File: src/design/http_request_tokenizer_macros.svh
// Assertion macros shared by the tokenizer RTL.
`ifndef HTTP_REQUEST_TOKENIZER_MACROS_SVH
`define HTTP_REQUEST_TOKENIZER_MACROS_SVH

// Same-cycle implication, held off while reset is asserted.
`define HRT_ASSERT_NOW(label, clk, rst_n, ante, cons, msg) \
    label: assert property (@(posedge clk) disable iff (!(rst_n)) \
        (ante) |-> (cons)) else $error(msg);

// Next-cycle implication, held off while reset is asserted.
`define HRT_ASSERT_NEXT(label, clk, rst_n, ante, cons, msg) \
    label: assert property (@(posedge clk) disable iff (!(rst_n)) \
        (ante) |=> (cons)) else $error(msg);

`endif

File: src/design/hrt_pkg.sv
// Shared types and constants of the HTTP request tokenizer.
package hrt_pkg;

    localparam int DEF_BUFFER_BYTES = 4096;
    localparam int DEF_MAX_HEADERS  = 32;
    localparam int POS_CAP          = 4096;
    localparam int QUEUE_DEPTH      = 4;

    localparam int OFF_W   = 12;
    localparam int HDR_W   = 5;
    localparam int KIND_W  = 3;
    localparam int ERR_W   = 3;
    localparam int LIMIT_W = 6;
    localparam int SEEN_W  = 6;

    localparam logic [LIMIT_W-1:0] HEADER_LIMIT_RESET = 6'd32;
    localparam logic               REG_HEADER_LIMIT   = 1'b0;

    localparam logic [KIND_W-1:0] KIND_METHOD  = 3'd0;
    localparam logic [KIND_W-1:0] KIND_PATH    = 3'd1;
    localparam logic [KIND_W-1:0] KIND_VERSION = 3'd2;
    localparam logic [KIND_W-1:0] KIND_NAME    = 3'd3;
    localparam logic [KIND_W-1:0] KIND_VALUE   = 3'd4;
    localparam logic [KIND_W-1:0] KIND_END     = 3'd5;
    localparam logic [KIND_W-1:0] KIND_ERROR   = 3'd6;

    localparam logic [ERR_W-1:0] ERR_NONE     = 3'd0;
    localparam logic [ERR_W-1:0] ERR_BAD_LINE = 3'd1;
    localparam logic [ERR_W-1:0] ERR_NO_COLON = 3'd2;
    localparam logic [ERR_W-1:0] ERR_TOO_MANY = 3'd3;
    localparam logic [ERR_W-1:0] ERR_TRUNC    = 3'd4;

    localparam logic [7:0] CH_SP    = 8'h20;
    localparam logic [7:0] CH_COLON = 8'h3A;
    localparam logic [7:0] CH_CR    = 8'h0D;
    localparam logic [7:0] CH_LF    = 8'h0A;

    typedef struct packed {
        logic [KIND_W-1:0] kind;
        logic [OFF_W-1:0]  offset;
        logic [OFF_W-1:0]  length;
        logic [HDR_W-1:0]  header_number;
        logic [ERR_W-1:0]  error_code;
    } t_result;

endpackage

File: src/design/hrt_front.sv
// Byte classifier: request and header state machine that emits token records.
module hrt_front #(
    parameter int BUFFER_BYTES = hrt_pkg::DEF_BUFFER_BYTES,
    parameter int MAX_HEADERS  = hrt_pkg::DEF_MAX_HEADERS
) (
    input  logic                         i_clk,
    input  logic                         i_rst_n,
    input  logic                         i_valid,
    input  logic [7:0]                   i_data_byte,
    input  logic                         i_frame_start,
    input  logic                         i_end_of_buffer,
    input  logic [hrt_pkg::LIMIT_W-1:0]  i_header_limit,
    input  logic                         i_full,
    output logic                         o_stall,
    output logic                         o_push,
    output hrt_pkg::t_result             o_result
);
    import hrt_pkg::*;

    localparam int POS_LIMIT = (BUFFER_BYTES > POS_CAP) ? POS_CAP : BUFFER_BYTES;
    localparam int PW        = $clog2(POS_LIMIT + 1);
    localparam int WW        = (PW > OFF_W) ? PW : OFF_W;
    localparam int LW        = $clog2(MAX_HEADERS + 1) + 1;

    localparam logic [3:0] PH_IDLE       = 4'd0;
    localparam logic [3:0] PH_METHOD     = 4'd1;
    localparam logic [3:0] PH_PATH       = 4'd2;
    localparam logic [3:0] PH_VERSION    = 4'd3;
    localparam logic [3:0] PH_VERSION_CR = 4'd4;
    localparam logic [3:0] PH_LINE_START = 4'd5;
    localparam logic [3:0] PH_BLANK_CR   = 4'd6;
    localparam logic [3:0] PH_NAME       = 4'd7;
    localparam logic [3:0] PH_VALUE_SKIP = 4'd8;
    localparam logic [3:0] PH_VALUE      = 4'd9;
    localparam logic [3:0] PH_VALUE_CR   = 4'd10;
    localparam logic [3:0] PH_DONE       = 4'd11;

    logic [3:0]        r_phase, n_phase;
    logic [PW-1:0]     r_pos,   n_pos;
    logic [PW-1:0]     r_begin, n_begin;
    logic [SEEN_W-1:0] r_seen,  n_seen;

    logic              w_accept;
    logic [3:0]        w_phase;
    logic [PW-1:0]     w_pos, w_begin;
    logic [SEEN_W-1:0] w_seen;
    logic [WW-1:0]     w_pos_w, w_begin_w, w_len_sp, w_len_crlf, w_body;
    logic [LW-1:0]     w_lim;
    logic              w_at_limit;

    assign o_stall  = i_full;
    assign w_accept = i_valid && !i_full;

    assign w_phase = i_frame_start ? PH_METHOD : r_phase;
    assign w_pos   = i_frame_start ? '0 : r_pos;
    assign w_begin = i_frame_start ? '0 : r_begin;
    assign w_seen  = i_frame_start ? '0 : r_seen;

    assign w_pos_w    = WW'(w_pos);
    assign w_begin_w  = WW'(w_begin);
    assign w_len_sp   = w_pos_w - w_begin_w;
    assign w_len_crlf = w_pos_w - WW'(1) - w_begin_w;
    assign w_body     = w_pos_w + WW'(1);

    // Effective header limit: zero acts as one, capped at the build maximum.
    always_comb begin
        w_lim = (i_header_limit == '0) ? LW'(1) : LW'(i_header_limit);
        if (w_lim > LW'(MAX_HEADERS)) begin
            w_lim = LW'(MAX_HEADERS);
        end
    end
    assign w_at_limit = LW'(w_seen) >= w_lim;

    always_comb begin
        logic             emit;
        logic             step;
        logic [ERR_W-1:0] err;
        t_result          res;

        emit    = 1'b0;
        step    = 1'b1;
        err     = ERR_NONE;
        res     = '0;
        n_phase = w_phase;
        n_pos   = w_pos;
        n_begin = w_begin;
        n_seen  = w_seen;

        if (w_phase == PH_IDLE || w_phase == PH_DONE) begin
            step = 1'b0;
        end else if (w_pos >= PW'(POS_LIMIT)) begin
            step = 1'b0;
            err  = ERR_TRUNC;
        end else begin
            case (w_phase)
                PH_METHOD, PH_PATH: begin
                    if (i_data_byte == CH_SP) begin
                        emit       = 1'b1;
                        res.kind   = (w_phase == PH_METHOD) ? KIND_METHOD : KIND_PATH;
                        res.offset = OFF_W'(w_begin_w);
                        res.length = w_len_sp[OFF_W-1:0];
                        n_phase    = (w_phase == PH_METHOD) ? PH_PATH : PH_VERSION;
                        n_begin    = w_pos + PW'(1);
                    end else if (i_data_byte == CH_CR || i_data_byte == CH_LF) begin
                        err = ERR_BAD_LINE;
                    end
                end
                PH_VERSION: begin
                    if (i_data_byte == CH_CR) begin
                        n_phase = PH_VERSION_CR;
                    end
                end
                PH_VERSION_CR: begin
                    if (i_data_byte == CH_LF) begin
                        emit       = 1'b1;
                        res.kind   = KIND_VERSION;
                        res.offset = OFF_W'(w_begin_w);
                        res.length = w_len_crlf[OFF_W-1:0];
                        n_phase    = PH_LINE_START;
                        n_begin    = w_pos + PW'(1);
                    end else if (i_data_byte != CH_CR) begin
                        n_phase = PH_VERSION;
                    end
                end
                PH_LINE_START: begin
                    if (i_data_byte == CH_CR) begin
                        n_phase = PH_BLANK_CR;
                    end else if (i_data_byte == CH_LF) begin
                        err = ERR_NO_COLON;
                    end else if (w_at_limit) begin
                        err = ERR_TOO_MANY;
                    end else if (i_data_byte == CH_COLON) begin
                        emit              = 1'b1;
                        res.kind          = KIND_NAME;
                        res.offset        = OFF_W'(w_begin_w);
                        res.header_number = w_seen[HDR_W-1:0];
                        n_phase           = PH_VALUE_SKIP;
                    end else begin
                        n_phase = PH_NAME;
                    end
                end
                PH_BLANK_CR: begin
                    if (i_data_byte == CH_LF) begin
                        emit              = 1'b1;
                        res.kind          = KIND_END;
                        res.offset        = w_body[OFF_W-1:0];
                        res.header_number = w_seen[HDR_W-1:0];
                        n_phase           = PH_DONE;
                    end else begin
                        err = ERR_NO_COLON;
                    end
                end
                PH_NAME: begin
                    if (i_data_byte == CH_COLON) begin
                        emit              = 1'b1;
                        res.kind          = KIND_NAME;
                        res.offset        = OFF_W'(w_begin_w);
                        res.length        = w_len_sp[OFF_W-1:0];
                        res.header_number = w_seen[HDR_W-1:0];
                        n_phase           = PH_VALUE_SKIP;
                    end else if (i_data_byte == CH_CR || i_data_byte == CH_LF) begin
                        err = ERR_NO_COLON;
                    end
                end
                PH_VALUE_SKIP: begin
                    if (i_data_byte != CH_SP) begin
                        n_begin = w_pos;
                        n_phase = (i_data_byte == CH_CR) ? PH_VALUE_CR : PH_VALUE;
                    end
                end
                PH_VALUE: begin
                    if (i_data_byte == CH_CR) begin
                        n_phase = PH_VALUE_CR;
                    end
                end
                PH_VALUE_CR: begin
                    if (i_data_byte == CH_LF) begin
                        emit              = 1'b1;
                        res.kind          = KIND_VALUE;
                        res.offset        = OFF_W'(w_begin_w);
                        res.length        = w_len_crlf[OFF_W-1:0];
                        res.header_number = w_seen[HDR_W-1:0];
                        if (w_seen != '1) begin
                            n_seen = w_seen + SEEN_W'(1);
                        end
                        n_phase = PH_LINE_START;
                        n_begin = w_pos + PW'(1);
                    end else if (i_data_byte != CH_CR) begin
                        n_phase = PH_VALUE;
                    end
                end
                default: begin
                    // Unused phase codes: drop back to idle silently.
                    n_phase = PH_IDLE;
                    step    = 1'b0;
                end
            endcase
            if (step) begin
                n_pos = w_pos + PW'(1);
            end
        end

        // Last byte that does not finish the headers truncates the request.
        if (step && err == ERR_NONE && i_end_of_buffer && n_phase != PH_DONE) begin
            err = ERR_TRUNC;
        end
        if (err != ERR_NONE) begin
            emit              = 1'b1;
            res               = '0;
            res.kind          = KIND_ERROR;
            res.offset        = OFF_W'(w_pos_w);
            res.header_number = n_seen[HDR_W-1:0];
            res.error_code    = err;
            n_phase           = PH_IDLE;
        end

        o_push   = w_accept && emit;
        o_result = res;
    end

    always_ff @(posedge i_clk) begin
        if (!i_rst_n) begin
            r_phase <= PH_IDLE;
            r_pos   <= '0;
            r_begin <= '0;
            r_seen  <= '0;
        end else if (w_accept) begin
            r_phase <= n_phase;
            r_pos   <= n_pos;
            r_begin <= n_begin;
            r_seen  <= n_seen;
        end
    end

endmodule

File: src/design/hrt_queue.sv
// Small FIFO of token records between the classifier and the output stage.
module hrt_queue (
    input  logic             i_clk,
    input  logic             i_rst_n,
    input  logic             i_push,
    input  hrt_pkg::t_result i_data,
    input  logic             i_pop,
    output logic             o_valid,
    output logic             o_full,
    output hrt_pkg::t_result o_data
);
    import hrt_pkg::*;

    localparam int AW = $clog2(QUEUE_DEPTH);
    localparam int CW = $clog2(QUEUE_DEPTH + 1);

    t_result         r_mem [QUEUE_DEPTH];
    logic [AW-1:0]   r_wr_ptr, r_rd_ptr;
    logic [CW-1:0]   r_count, n_count;
    logic            w_pop;

    assign o_valid = r_count != '0;
    assign o_full  = r_count == CW'(QUEUE_DEPTH);
    assign o_data  = r_mem[r_rd_ptr];
    assign w_pop   = i_pop && o_valid;

    always_comb begin
        n_count = r_count;
        if (i_push && !w_pop) begin
            n_count = r_count + CW'(1);
        end else if (!i_push && w_pop) begin
            n_count = r_count - CW'(1);
        end
    end

    always_ff @(posedge i_clk) begin
        if (i_push) begin
            r_mem[r_wr_ptr] <= i_data;
        end
    end

    always_ff @(posedge i_clk) begin
        if (!i_rst_n) begin
            r_wr_ptr <= '0;
            r_rd_ptr <= '0;
            r_count  <= '0;
        end else begin
            if (i_push) begin
                r_wr_ptr <= (r_wr_ptr == AW'(QUEUE_DEPTH - 1)) ? '0 : r_wr_ptr + AW'(1);
            end
            if (w_pop) begin
                r_rd_ptr <= (r_rd_ptr == AW'(QUEUE_DEPTH - 1)) ? '0 : r_rd_ptr + AW'(1);
            end
            r_count <= n_count;
        end
    end

endmodule

File: src/design/hrt_back.sv
// Output stage: registers one token record and presents it to the consumer.
module hrt_back (
    input  logic             i_clk,
    input  logic             i_rst_n,
    input  logic             i_q_valid,
    input  hrt_pkg::t_result i_q_data,
    output logic             o_pop,
    input  logic             i_stall,
    output logic             o_valid,
    output hrt_pkg::t_result o_data
);
    import hrt_pkg::*;

    logic    r_valid;
    t_result r_data;
    logic    w_load;

    // Refill whenever the held beat is gone or about to be taken.
    assign w_load  = !r_valid || !i_stall;
    assign o_pop   = w_load && i_q_valid;
    assign o_valid = r_valid;
    assign o_data  = r_data;

    always_ff @(posedge i_clk) begin
        if (!i_rst_n) begin
            r_valid <= 1'b0;
        end else if (w_load) begin
            r_valid <= i_q_valid;
        end
    end

    always_ff @(posedge i_clk) begin
        if (o_pop) begin
            r_data <= i_q_data;
        end
    end

endmodule

File: src/design/http_request_tokenizer.sv
// HTTP request tokenizer top level: byte classifier, record queue, output register.
// Throughput: one byte beat per cycle; the classifier stalls only when the queue is full.
// Path: a token record leaves through the queue, then the output register, and is held
// there while the consumer stalls.
// Reset (synchronous, active low): parser idle until a frame start, queue and output empty,
// header_limit back to 32.
`include "http_request_tokenizer_macros.svh"

module http_request_tokenizer #(
    parameter int BUFFER_BYTES = hrt_pkg::DEF_BUFFER_BYTES,
    parameter int MAX_HEADERS  = hrt_pkg::DEF_MAX_HEADERS
) (
    input  logic                        i_clk,
    input  logic                        i_rst_n,
    // input byte channel
    input  logic                        i_valid,
    output logic                        o_stall,
    input  logic [7:0]                  i_data_byte,
    input  logic                        i_frame_start,
    input  logic                        i_end_of_buffer,
    // token channel
    output logic                        o_valid,
    input  logic                        i_stall,
    output logic [hrt_pkg::KIND_W-1:0]  o_token_kind,
    output logic [hrt_pkg::OFF_W-1:0]   o_token_offset,
    output logic [hrt_pkg::OFF_W-1:0]   o_token_length,
    output logic [hrt_pkg::HDR_W-1:0]   o_header_number,
    output logic [hrt_pkg::ERR_W-1:0]   o_error_code,
    // configuration port
    input  logic                        psel,
    input  logic                        penable,
    input  logic                        pwrite,
    input  logic [2:0]                  paddr,
    input  logic [31:0]                 pwdata,
    output logic [31:0]                 prdata,
    output logic                        pready
);
    import hrt_pkg::*;

    logic [LIMIT_W-1:0] r_header_limit;
    logic               w_cfg_wr;

    logic    w_push, w_full, w_q_valid, w_pop;
    t_result w_push_data, w_q_data, w_out_data;

    // Configuration: header_limit is the only register, at byte address zero.
    assign pready   = 1'b1;
    assign w_cfg_wr = psel && penable && pwrite && (paddr[2] == REG_HEADER_LIMIT);
    assign prdata   = (paddr[2] == REG_HEADER_LIMIT) ? 32'(r_header_limit) : '0;

    always_ff @(posedge i_clk) begin
        if (!i_rst_n) begin
            r_header_limit <= HEADER_LIMIT_RESET;
        end else if (w_cfg_wr) begin
            r_header_limit <= pwdata[LIMIT_W-1:0];
        end
    end

    // Front: classify each accepted byte, push a record when a token closes.
    hrt_front #(
        .BUFFER_BYTES (BUFFER_BYTES),
        .MAX_HEADERS  (MAX_HEADERS)
    ) u_front (
        .i_clk           (i_clk),
        .i_rst_n         (i_rst_n),
        .i_valid         (i_valid),
        .i_data_byte     (i_data_byte),
        .i_frame_start   (i_frame_start),
        .i_end_of_buffer (i_end_of_buffer),
        .i_header_limit  (r_header_limit),
        .i_full          (w_full),
        .o_stall         (o_stall),
        .o_push          (w_push),
        .o_result        (w_push_data)
    );

    // Queue: absorb records while the consumer holds off.
    hrt_queue u_queue (
        .i_clk   (i_clk),
        .i_rst_n (i_rst_n),
        .i_push  (w_push),
        .i_data  (w_push_data),
        .i_pop   (w_pop),
        .o_valid (w_q_valid),
        .o_full  (w_full),
        .o_data  (w_q_data)
    );

    // Back: hold one record in the output register until its beat is taken.
    hrt_back u_back (
        .i_clk     (i_clk),
        .i_rst_n   (i_rst_n),
        .i_q_valid (w_q_valid),
        .i_q_data  (w_q_data),
        .o_pop     (w_pop),
        .i_stall   (i_stall),
        .o_valid   (o_valid),
        .o_data    (w_out_data)
    );

    assign o_token_kind    = w_out_data.kind;
    assign o_token_offset  = w_out_data.offset;
    assign o_token_length  = w_out_data.length;
    assign o_header_number = w_out_data.header_number;
    assign o_error_code    = w_out_data.error_code;

    // A record is pushed only while the queue has room.
    `HRT_ASSERT_NOW(a_push_room, i_clk, i_rst_n, w_push, !w_full, "push into full queue")
    // Error beats and only error beats carry an error code.
    `HRT_ASSERT_NOW(a_err_code, i_clk, i_rst_n, o_valid,
        ((o_token_kind == KIND_ERROR) == (o_error_code != ERR_NONE)), "error code mismatch")
    // Headers end and error beats report zero length.
    `HRT_ASSERT_NOW(a_zero_len, i_clk, i_rst_n,
        o_valid && (o_token_kind == KIND_END || o_token_kind == KIND_ERROR),
        o_token_length == '0, "nonzero length on end or error")
    // A beat popped from the queue shows on the output next cycle.
    `HRT_ASSERT_NEXT(a_pop_show, i_clk, i_rst_n, w_pop, o_valid, "popped record not shown")

endmodule
File: config.mk
export PLATFORM = sky130hd
export DESIGN_NAME = http_request_tokenizer
export DESIGN_NICKNAME = d
export VERILOG_FILES = /design/src/design/hrt_pkg.sv /design/src/design/hrt_front.sv /design/src/design/hrt_queue.sv /design/src/design/hrt_back.sv /design/src/design/http_request_tokenizer.sv
export VERILOG_INCLUDE_DIRS = /design/src /design/src/design
export SDC_FILE = /design/constraint.sdc
export NUM_CORES = 1
export LEC_CHECK = 0
export BUFFER_PORTS_ARGS = -buffer_cell sky130_fd_sc_hd__buf_2
export CORE_MARGIN = 2
export CORE_UTILIZATION = 64
export CTS_CLUSTER_DIAMETER = 40
export DETAILED_ROUTE_END_ITERATION = 12
export MAX_ROUTING_LAYER = met4
export PLACE_DENSITY = 0.83
export SYNTH_ARGS = -nofsm -noshare
export SYNTH_HDL_FRONTEND = slang
export SYNTH_SLANG_ARGS = --single-unit
File: constraint.sdc
create_clock -name i_clk -period 7.5 [get_ports i_clk]
set_input_delay 0.75 -clock i_clk [delete_from_list [all_inputs] [get_ports i_clk]]
set_output_delay 0.75 -clock i_clk [all_outputs]
set_load 0.02 [all_outputs]
==> results of run 1 <==
[registers in the layout, summed over array words and instances, names as in the netlist]
name	flops
r_header_limit	6
u_queue.r_mem	140
u_queue.r_count	3
u_queue.r_wr_ptr	2
u_queue.r_rd_ptr	2
u_back.o_data	35
u_back.o_valid	1
u_front.r_pos	13
u_front.r_seen	6
u_front.r_phase	4
u_front.r_begin	12
[report_power, final]
group / internal [mW] / switching [mW] / leakage [nW]
sequential: 1.51 / 0.0581 / 2.08
clock: 0.891 / 0.620 / 0.533
combinational: 0.261 / 0.479 / 2.16
total: 2.67 / 1.16 / 4.77
[through the flow]
| stage | cells | utilization [%] | instance area [um2] | hold WS [ns] |
|---|---|---|---|---|
| after floorplan | 1068 | - | 11900 | 0.436 |
| after global placement | 1291 | 67.6 | 12200 | 0.450 |
| after detailed placement | 1291 | 67.6 | 12200 | 0.468 |
| after CTS | 1349 | 73.6 | 13300 | 0.398 |
| after global routing | 1349 | 73.6 | 13300 | 0.445 |
| final | 1349 | 73.6 | 13300 | 0.416 |
[worst max-delay path by stage]
stage                     slack (ns)                from              endpoint
final                           2.27  u_front.r_phase[0]    u_queue.r_count[2]
after floorplan                 2.67       i_frame_start    u_queue.r_count[2]
after global placement          2.27       i_frame_start  u_queue.r_mem[0][33]
after global routing            2.03  u_front.r_phase[0]    u_queue.r_count[2]
after detailed placement        2.18       i_frame_start  u_queue.r_mem[1][33]
after CTS                       2.44  u_front.r_phase[0]    u_queue.r_count[2]
[cell usage in the layout (no fill, tap or decap), drive strengths merged, types with 19 or more instances in the layout]
cell	n
edfxtp	175
nand2	104
buf	78
nor2	70
o21ai	63
a21oi	52
dfxtp	49
inv	37
mux4	35
nor2b	34
clkbuf	32
nor3	29
conb	27
ha	26
nand3	23
o22ai	19
[metal layers]
metal,wire [um],vias to the layer above
met3,3360,92
li1,-,4030
met2,14800,630
met4,966,0
met1,12200,4389
met5,0,-
[final cells by class]
cell class / instances / area share (%)
flip-flops and latches: 224 / 47.0
clock inverters: 26 / 2.28
well taps: 229 / 2.16
inverters: 27 / 0.764
clock buffers: 32 / 5.88
multi-input cells: 733 / 38.7
repair buffers: 78 / 3.17
[cells by family after synthesis]
logic type / Yosys count
AO/OA/AOI/OAI: 265
XOR/XNOR: 15
adder cells (fa/ha/maj): 29
buffers and inverters: 111
flip-flops: 224
multiplexers: 49
other: 2
AND/OR/NAND/NOR: 348
[critical path, cell delays in order (launching register included)]
cell and delay, ns:
dfxtp_1 0.94, nor2_1 0.34, a221oi_1 1.00, or2_2 0.39, o311ai_1 0.24, a31oi_1 0.73, ha_1 0.31, inv_1 0.08
fa_1 0.45, xor2_1 0.19, or3_1 0.33, a21boi_0 0.16
==> results.yml, run 1 <==
logic_synthesis:
  synth_top_cell_by_area: "edfxtp_1"
  ys_seq_elements: 224
  ys_seq_area_share_pct: 52.7
  syn_inst: 1043
  synth_ff_type: "edfxtp_1"
  netlist_area_mm2: 0.0118
  yosysWarningCount: 0
  synth_cell_type_count: 79
  synth_top_family_by_area: "simple AND/OR/NAND/NOR gates"
  yosys.area.top_type_share_pct: 44.4
  synthMuxAreaShare_pct: 7.87
  synth_compound_area_share_pct: 15.0
  yosys-top-cells-area: "edfxtp_1 44%, dfxtp_1 8.3%, mux4_2 6.7%"
  synth_edf_count: 175
  synth_xor_area_share_pct: 1.11
  synth_async_sr_flop_share_pct: 0
  yosys.cell_count.top_type: "edfxtp_1"
  synthSimpleGateAreaFrac_pct: 15.3
  syn_area_per_cell_um2: 11.3
  synth_fa_ha_area_share_pct: 3.26
  synth_common_cells: "175 x edfxtp_1, 104 x nand2_1, 68 x nor2_1"
timing:
  slew_headroom_pct: 16.8
  fmax_mhz: 191
  finalSetupTns_ns: 0
  min_period_ns: 5.23
  tightest_slew_ns: 1.24
  setup_viol: 0
  maxSlewViolCount: 0
  fin_crit_sh_pct: 69.8
  setup_ws_ns: 2.27
  clock_skew_ns: 0.0219
  rsz0062_at_grt: "no"
  final_hold_viol_count: 0
layout:
  nets: 1176
  drive_above_1_share_pct: 17.9
  seqCellArea_mm2: 0.00624
  n_fill_cell: 1188
  syn_to_final_growth_pct: 12.1
  multi_input_area_mm2: 0.00513
  diodes: 0
floorplanning:
  core-area_mm2: 0.0180
  die_area_mm2: 0.0196
  ioPinCount: 122
  start_util_pct: 65.6
  die_height_um: 140
  fp-row-count: 49
  die_w_um: 140
global_route:
  grt_pass1_wl_mm: 48.8
  use_met3_pct: 6.15
  globalRouteMet2Util_pct: 51.4
  grt_max_degree: 53
  track_usage_pct: 32.6
  use_met1_pct: 43.9
  globalRouteOverflowTotal: 0
  antenna_found_initial: 0
  grt.busiest_layer: "met2"
  grt_pass1_vias: 8670
job:
  max_cap_viol_count: 0
route:
  routed_wl_mm: 31.3
  drc: 0
  avgRoutedWirePerCell_um: 23.2
  drtIter0Drc: 1137
  via_per_inst: 6.78
  dr.pass1.iters: 9
  antenna_left: 0
  vias: 9141
status:
  status: "complete, no violations"
critical_path:
  r2r_cells: 11
  arrival_ns: 5.73
  end_kind: "register"
  cp-start-kind: "register"
  worstPathRequired_ns: 8.00
  r2r_start: "u_front.r_phase[0]"
  path_class: "register to register"
  critPathMaxFanout: 26
  r2r_end: "u_queue.r_count[2]"
  r2r_setup_slack_ns: 2.27
clock_tree:
  postCtsSetupRepairBufs: 0
  clkLatencyLatePin_ns: 0.58
  cts.sinks: 224
  cts_max_level: 1
  ctsHoldBuffers: 0
  clkTransAtPathRegs_ns: 0.06
  root_buffer: "clkbuf_16"
  clock_path_buffers: 3
  cts_tree: "done"
  numCtsBuffers: 31
  cts_resized: 0
power:
  ir_worst_vdd_mv: 0.278
  p_leak_nw: 4.77
  powerDensity_mw_per_mm2: 288
  finalPower_mw: 3.82
place:
  numPortBuffers: 66
  post-place-ws_ns: 2.18
  gp_congestion: 0.960
  dp_hpwl_mm: 20.3
hold_path:
  min_to: "r_header_limit[5]"
  holdPathStages: 3
  hp-start: "pwdata[5]"
  hp-class: "primary input to register"
No activity file was read; power rests on OpenSTA's default activity.
==> run 2: changes to the inputs <==
--- a/config.mk
+++ b/config.mk
@@ -8,11 +8,11 @@
 export LEC_CHECK = 0
 export BUFFER_PORTS_ARGS = -buffer_cell sky130_fd_sc_hd__buf_2
 export CORE_MARGIN = 2
-export CORE_UTILIZATION = 64
+export CORE_UTILIZATION = 54
 export CTS_CLUSTER_DIAMETER = 40
 export DETAILED_ROUTE_END_ITERATION = 12
 export MAX_ROUTING_LAYER = met4
-export PLACE_DENSITY = 0.83
+export PLACE_DENSITY = 0.74
 export SYNTH_ARGS = -nofsm -noshare
 export SYNTH_HDL_FRONTEND = slang
 export SYNTH_SLANG_ARGS = --single-unit
==> constraint.sdc (replaced) <==
create_clock -name i_clk -period 4.39 [get_ports i_clk]
set_input_delay 0.439 -clock i_clk [delete_from_list [all_inputs] [get_ports i_clk]]
set_output_delay 0.439 -clock i_clk [all_outputs]
set_load 0.02 [all_outputs]
==> run 2 against run 1 <==
Against the previous run: critical path depth fell by 3; clock power rose by 42%; fmax is 28% higher; sequential power grew 72%; non-clock buffer count grew 40; first-iteration DRC count down 26%; utilization decreased by 12 points; die area rose by 18%; wire length decreased by 7.7%; setup slack worse by 2.0 ns; largest cell class unchanged; clock skew down 0.011 ns.
==> results.yml, run 2 (same netlist as run 1, synthesis figures left out) <==
timing:
  rsz0062_at_grt: "no"
  tightest_slew_ns: 0.910
  fin_crit_sh_pct: 93.1
  finalSetupTns_ns: 0
  final_hold_viol_count: 0
  setup_viol: 0
  clock_skew_ns: 0.0112
  fmax_mhz: 245
  min_period_ns: 4.09
  slew_headroom_pct: 39.2
  maxSlewViolCount: 0
power:
  powerDensity_mw_per_mm2: 451
  finalPower_mw: 6.06
  ir_worst_vdd_mv: 0.338
  p_leak_nw: 4.88
layout:
  top_register: "u_queue.r_mem"
  final_common_cell: "edfxtp_1"
  fin_cells: 1431
  drive_above_1_share_pct: 20.2
  fin_area_mm2: 0.0135
  syn_to_final_growth_pct: 13.8
  nets: 1212
  layout_common_cells: "175 x edfxtp_1, 104 x nand2_1, 68 x nor2_1, 66 x buf_2, 63 x o21ai_0"
  diodes: 0
  final_util_pct: 62.0
  largest_register_ffs: 140
route:
  via_per_inst: 6.15
  antenna_left: 0
  vias: 8802
  routed_wl_mm: 28.9
  avgRoutedWirePerCell_um: 20.2
  dr.pass1.iters: 8
  drtIter0Drc: 847
  drc: 0
clock_tree:
  clkLatencyLatePin_ns: 0.52
  postCtsSetupRepairBufs: 0
  cts_resized: 0
  cts_tree: "done"
  clock_path_buffers: 3
  ctsHoldBuffers: 0
  numCtsBuffers: 27
  clkTransAtPathRegs_ns: 0.06
  cts.sinks: 224
  cts_max_level: 1
  root_buffer: "clkbuf_16"
critical_path:
  r2r_cells: 8
  critPathMaxFanout: 20
  path_class: "register to register"
  r2r_setup_slack_ns: 0.30
  r2r_start: "u_front.r_phase[2]"
  end_kind: "register"
  r2r_end: "u_queue.r_mem[0][8]"
  arrival_ns: 4.33
  cp-start-kind: "register"
  worstPathRequired_ns: 4.64
floorplanning:
  ioPinCount: 122
  start_util_pct: 54.5
  die_height_um: 152
  fp-row-count: 54
  die_w_um: 152
  die_area_mm2: 0.0231
  core-area_mm2: 0.0217
hold_path:
  holdPathStages: 3
  min_to: "r_header_limit[5]"
  hp-start: "pwdata[5]"
  hp-class: "primary input to register"
place:
  numPortBuffers: 66
  dp_hpwl_mm: 19.9
  gp_congestion: 1.00
  placedCellCount: 1382
  dpl_cell_area_mm2: 0.0126
global_route:
  globalRouteOverflowTotal: 0
  grt_max_degree: 53
  grt_pass1_vias: 8191
  antenna_found_initial: 0
  track_usage_pct: 25.4
  grt_pass1_wl_mm: 46.0
job:
  max_cap_viol_count: 0
status:
  status: "complete, no violations"
[run 2: routing by layer]
| metal | global-route usage, % | vias up | share of wire, % |
|---|---|---|---|
| met3 | 3.08 | 42 | 7.4 |
| li1 | - | 4098 | - |
| met5 | - | - | 0 |
| met2 | 39.4 | 412 | 47 |
| met1 | 36.5 | 4250 | 44 |
| met4 | 5.03 | 0 | 1.6 |
[run 2: worst max-delay path, cell delays in order, from the launching register on]
cell	delay, ns
dfxtp_1	0.76
nor3b_4	0.52
o211ai_1	0.25
a211o_1	0.31
o211ai_2	0.30
nor3b_1	0.11
o311a_1	0.38
or4_4	0.66
a211oi_1	0.52
[run 2: stage by stage]
step | hold WS (ns) | setup slack (ns)
CTS | 0.147 | 0.355
global route | 0.188 | 0.100
global placement | 0.451 | 0.161
floorplan | 0.436 | 0.0841
detailed placement | 0.460 | 0.0168
finish | 0.159 | 0.302
[run 2: worst max path at each step]
stage / startpoint / to / slack, ns / cells after the start
2_1_floorplan: i_frame_start / u_queue.r_count[2] / 0.08 / 19
3_3_place_gp: i_frame_start / u_queue.r_count[2] / 0.16 / 19
3_5_place_dp: i_frame_start / u_queue.r_count[2] / 0.02 / 19
4_1_cts: r_header_limit[1] / u_queue.r_count[2] / 0.35 / 18
5_1_grt: r_header_limit[1] / u_queue.r_count[2] / 0.10 / 18
6_report: u_front.r_phase[2] / u_queue.r_mem[0][8] / 0.30 / 8
[run 2: cell type report]
| cell class | count | area (um2) |
|---|---|---|
| fillers | 1720 | 8230 |
| inverters | 27 | 101 |
| clock buffers | 29 | 703 |
| clock inverters | 20 | 188 |
| well taps | 280 | 350 |
| multi-input cells | 733 | 5140 |
| flip-flops and latches | 224 | 6240 |
| repair buffers | 118 | 733 |
[run 2: power by group]
group | switching [mW] | internal, mW | total [mW]
Clock | 0.902 | 1.25 | 2.15
Combinational | 0.758 | 0.457 | 1.21
Sequential | 0.111 | 2.58 | 2.70
==> run 3: changes to the inputs <==
--- a/config.mk
+++ b/config.mk
@@ -6,7 +6,7 @@
 export SDC_FILE = /design/constraint.sdc
 export NUM_CORES = 1
 export LEC_CHECK = 0
-export BUFFER_PORTS_ARGS = -buffer_cell sky130_fd_sc_hd__buf_2
+export BUFFER_PORTS_ARGS = -buffer_cell sky130_fd_sc_hd__buf_4
 export CORE_MARGIN = 2
 export CORE_UTILIZATION = 54
 export CTS_CLUSTER_DIAMETER = 40
==> run 3 against run 2 <==
Against the previous run: combinational power grew 9%; flip-flop and latch count is the same; design area shrank 0.27%; critical path depth grew 4; utilization shrank 0.17 points; clock power shrank 6%; first-iteration DRC count shrank 4.8%; wire length grew 0.35%; worst hold slack lost 0.0070 ns; global-route usage is essentially flat.
==> results.yml, run 3 (same netlist as run 1, synthesis figures left out) <==
critical_path:
  cp_cell_sequence: "nor4_1 -> nor2_1 -> nor2_1 -> ha_1 -> nor2b_1 -> o21ai_0 -> a21o_1 -> o31ai_1 -> a41oi_1 -> o311ai_1 -> nand2_1 -> o31ai_1"
  slowest_stage: "o31ai_1"
  worstPathRequired_ns: 4.61
  arrival_ns: 4.41
  cp-start-kind: "register"
  slowest_delay_ns: 0.80
  critPathMaxFanout: 13
  crit_family: "compound AO/OA/AOI/OAI gates"
  path_class: "register to register"
  end_kind: "register"
  critPathBufInv: 0
power:
  ir_worst_vdd_mv: 0.270
  p_leak_nw: 4.81
  powerDensity_mw_per_mm2: 450
timing:
  setup_ws_ns: 0.201
  finalHoldWorstSlack_ns: 0.152
  fmax_mhz: 239
  setup_viol: 0
  min_period_ns: 4.19
  tightest_slew_ns: 1.20
  fin_crit_sh_pct: 95.4
  final_hold_viol_count: 0
  maxSlewViolCount: 0
  clock_skew_ns: 0.00793
  slew_headroom_pct: 20.1
  rsz0062_at_grt: "yes"
layout:
  fin_cells: 1414
  final_common_cell: "edfxtp_1"
  drive_above_1_share_pct: 18.9
  layout_common_cells: "175 x edfxtp_1, 104 x nand2_1, 103 x buf_4, 68 x nor2_1, 63 x o21ai_0"
  multi_input_area_mm2: 0.00514
  top_register: "u_queue.r_mem"
  n_fill_cell: 1708
  nets: 1197
  seqCellArea_mm2: 0.00624
  largest_register_ffs: 140
  syn_to_final_growth_pct: 13.5
  diodes: 0
clock_tree:
  clock_path_buffers: 3
  cts_tree: "done"
  ctsHoldBuffers: 0
  cts_max_level: 1
  cts.sinks: 224
  clkTransAtPathRegs_ns: 0.06
  numCtsBuffers: 27
  postCtsSetupRepairBufs: 0
  clkLatencyLatePin_ns: 0.53
  cts_resized: 0
  root_buffer: "clkbuf_16"
place:
  gp_congestion: 1.01
  dp_hpwl_mm: 19.8
  post-place-ws_ns: 0.0520
  placedCellCount: 1367
  numPortBuffers: 66
floorplanning:
  start_util_pct: 54.5
  core-area_mm2: 0.0217
  fp-row-count: 54
  ioPinCount: 122
  die_height_um: 152
  die_area_mm2: 0.0231
  die_w_um: 152
route:
  drtIter0Drc: 806
  antenna_left: 0
  drc: 0
  avgRoutedWirePerCell_um: 20.5
  routed_wl_mm: 29.0
  dr.pass1.iters: 6
  vias: 8812
  via_per_inst: 6.23
global_route:
  grt_max_degree: 53
  globalRouteOverflowTotal: 0
  track_usage_pct: 25.4
  grt_pass1_wl_mm: 45.9
  grt_pass1_vias: 8236
  antenna_found_initial: 0
hold_path:
  hp-class: "primary input to register"
job:
  max_cap_viol_count: 0
status:
  status: "complete, no violations"
## run 3: cell types whose count changed in the layout (fill, tap and decap cells not counted), sizes merged
cell,change
bufinv,-1
buf,-15
clkbuf,+1
clkinv,-2
## run 3: final timing paths
| path | from | endpoint | slack (ns) | cells after the start |
|---|---|---|---|---|
| worst min register to register | u_front.r_seen[1] | u_front.r_seen[1] | 0.47 | 2 |
| worst min-delay path | pwdata[5] | r_header_limit[5] | 0.15 | 3 |
| worst max-delay path | r_header_limit[1] | u_queue.r_mem[1][21] | 0.20 | 12 |
| worst max register to register | r_header_limit[1] | u_queue.r_mem[1][21] | 0.20 | 12 |
## run 3: power by group
part	switching [mW]	internal, mW	total [mW]
clock	0.879	1.15	2.02
combinational	0.762	0.554	1.32
sequential	0.112	2.59	2.70
total	1.75	4.29	6.04
## run 3: metal layers
layer,wire (um),up-vias,track usage (%)
met5,0,-,-
li1,-,4064,-
met4,463,0,5.38
met1,12300,4252,35.5
met3,2410,45,4.48
met2,13800,451,39.5
## run 3: worst min-delay path: stages
cell and delay, ns:
buf_4 0.07, o21ai_0 0.07, nand2_1 0.06
## run 3: layout make-up
type	count	area share, %
Clock buffer	30	5.12
Multi-Input combinational cell	733	38.3
Inverter	27	0.755
Sequential cell	224	46.5
Tap cell	280	2.61
Clock inverter	17	0.951
Timing Repair Buffer	103	5.76
## run 3: per-stage QoR
stage | instance area [um2] | TNS, ns | util [%] | total power, mW
6_report | 13400 | 0 | 61.9 | 6.04
5_1_grt | 13400 | -1.03 | 61.9 | 6.28
2_1_floorplan | 11900 | 0 | - | 3.59
3_3_place_gp | 12600 | 0 | 58.1 | 4.02
3_5_place_dp | 12600 | 0 | 58.1 | 4.06
4_1_cts | 13400 | 0 | 61.9 | 6.09
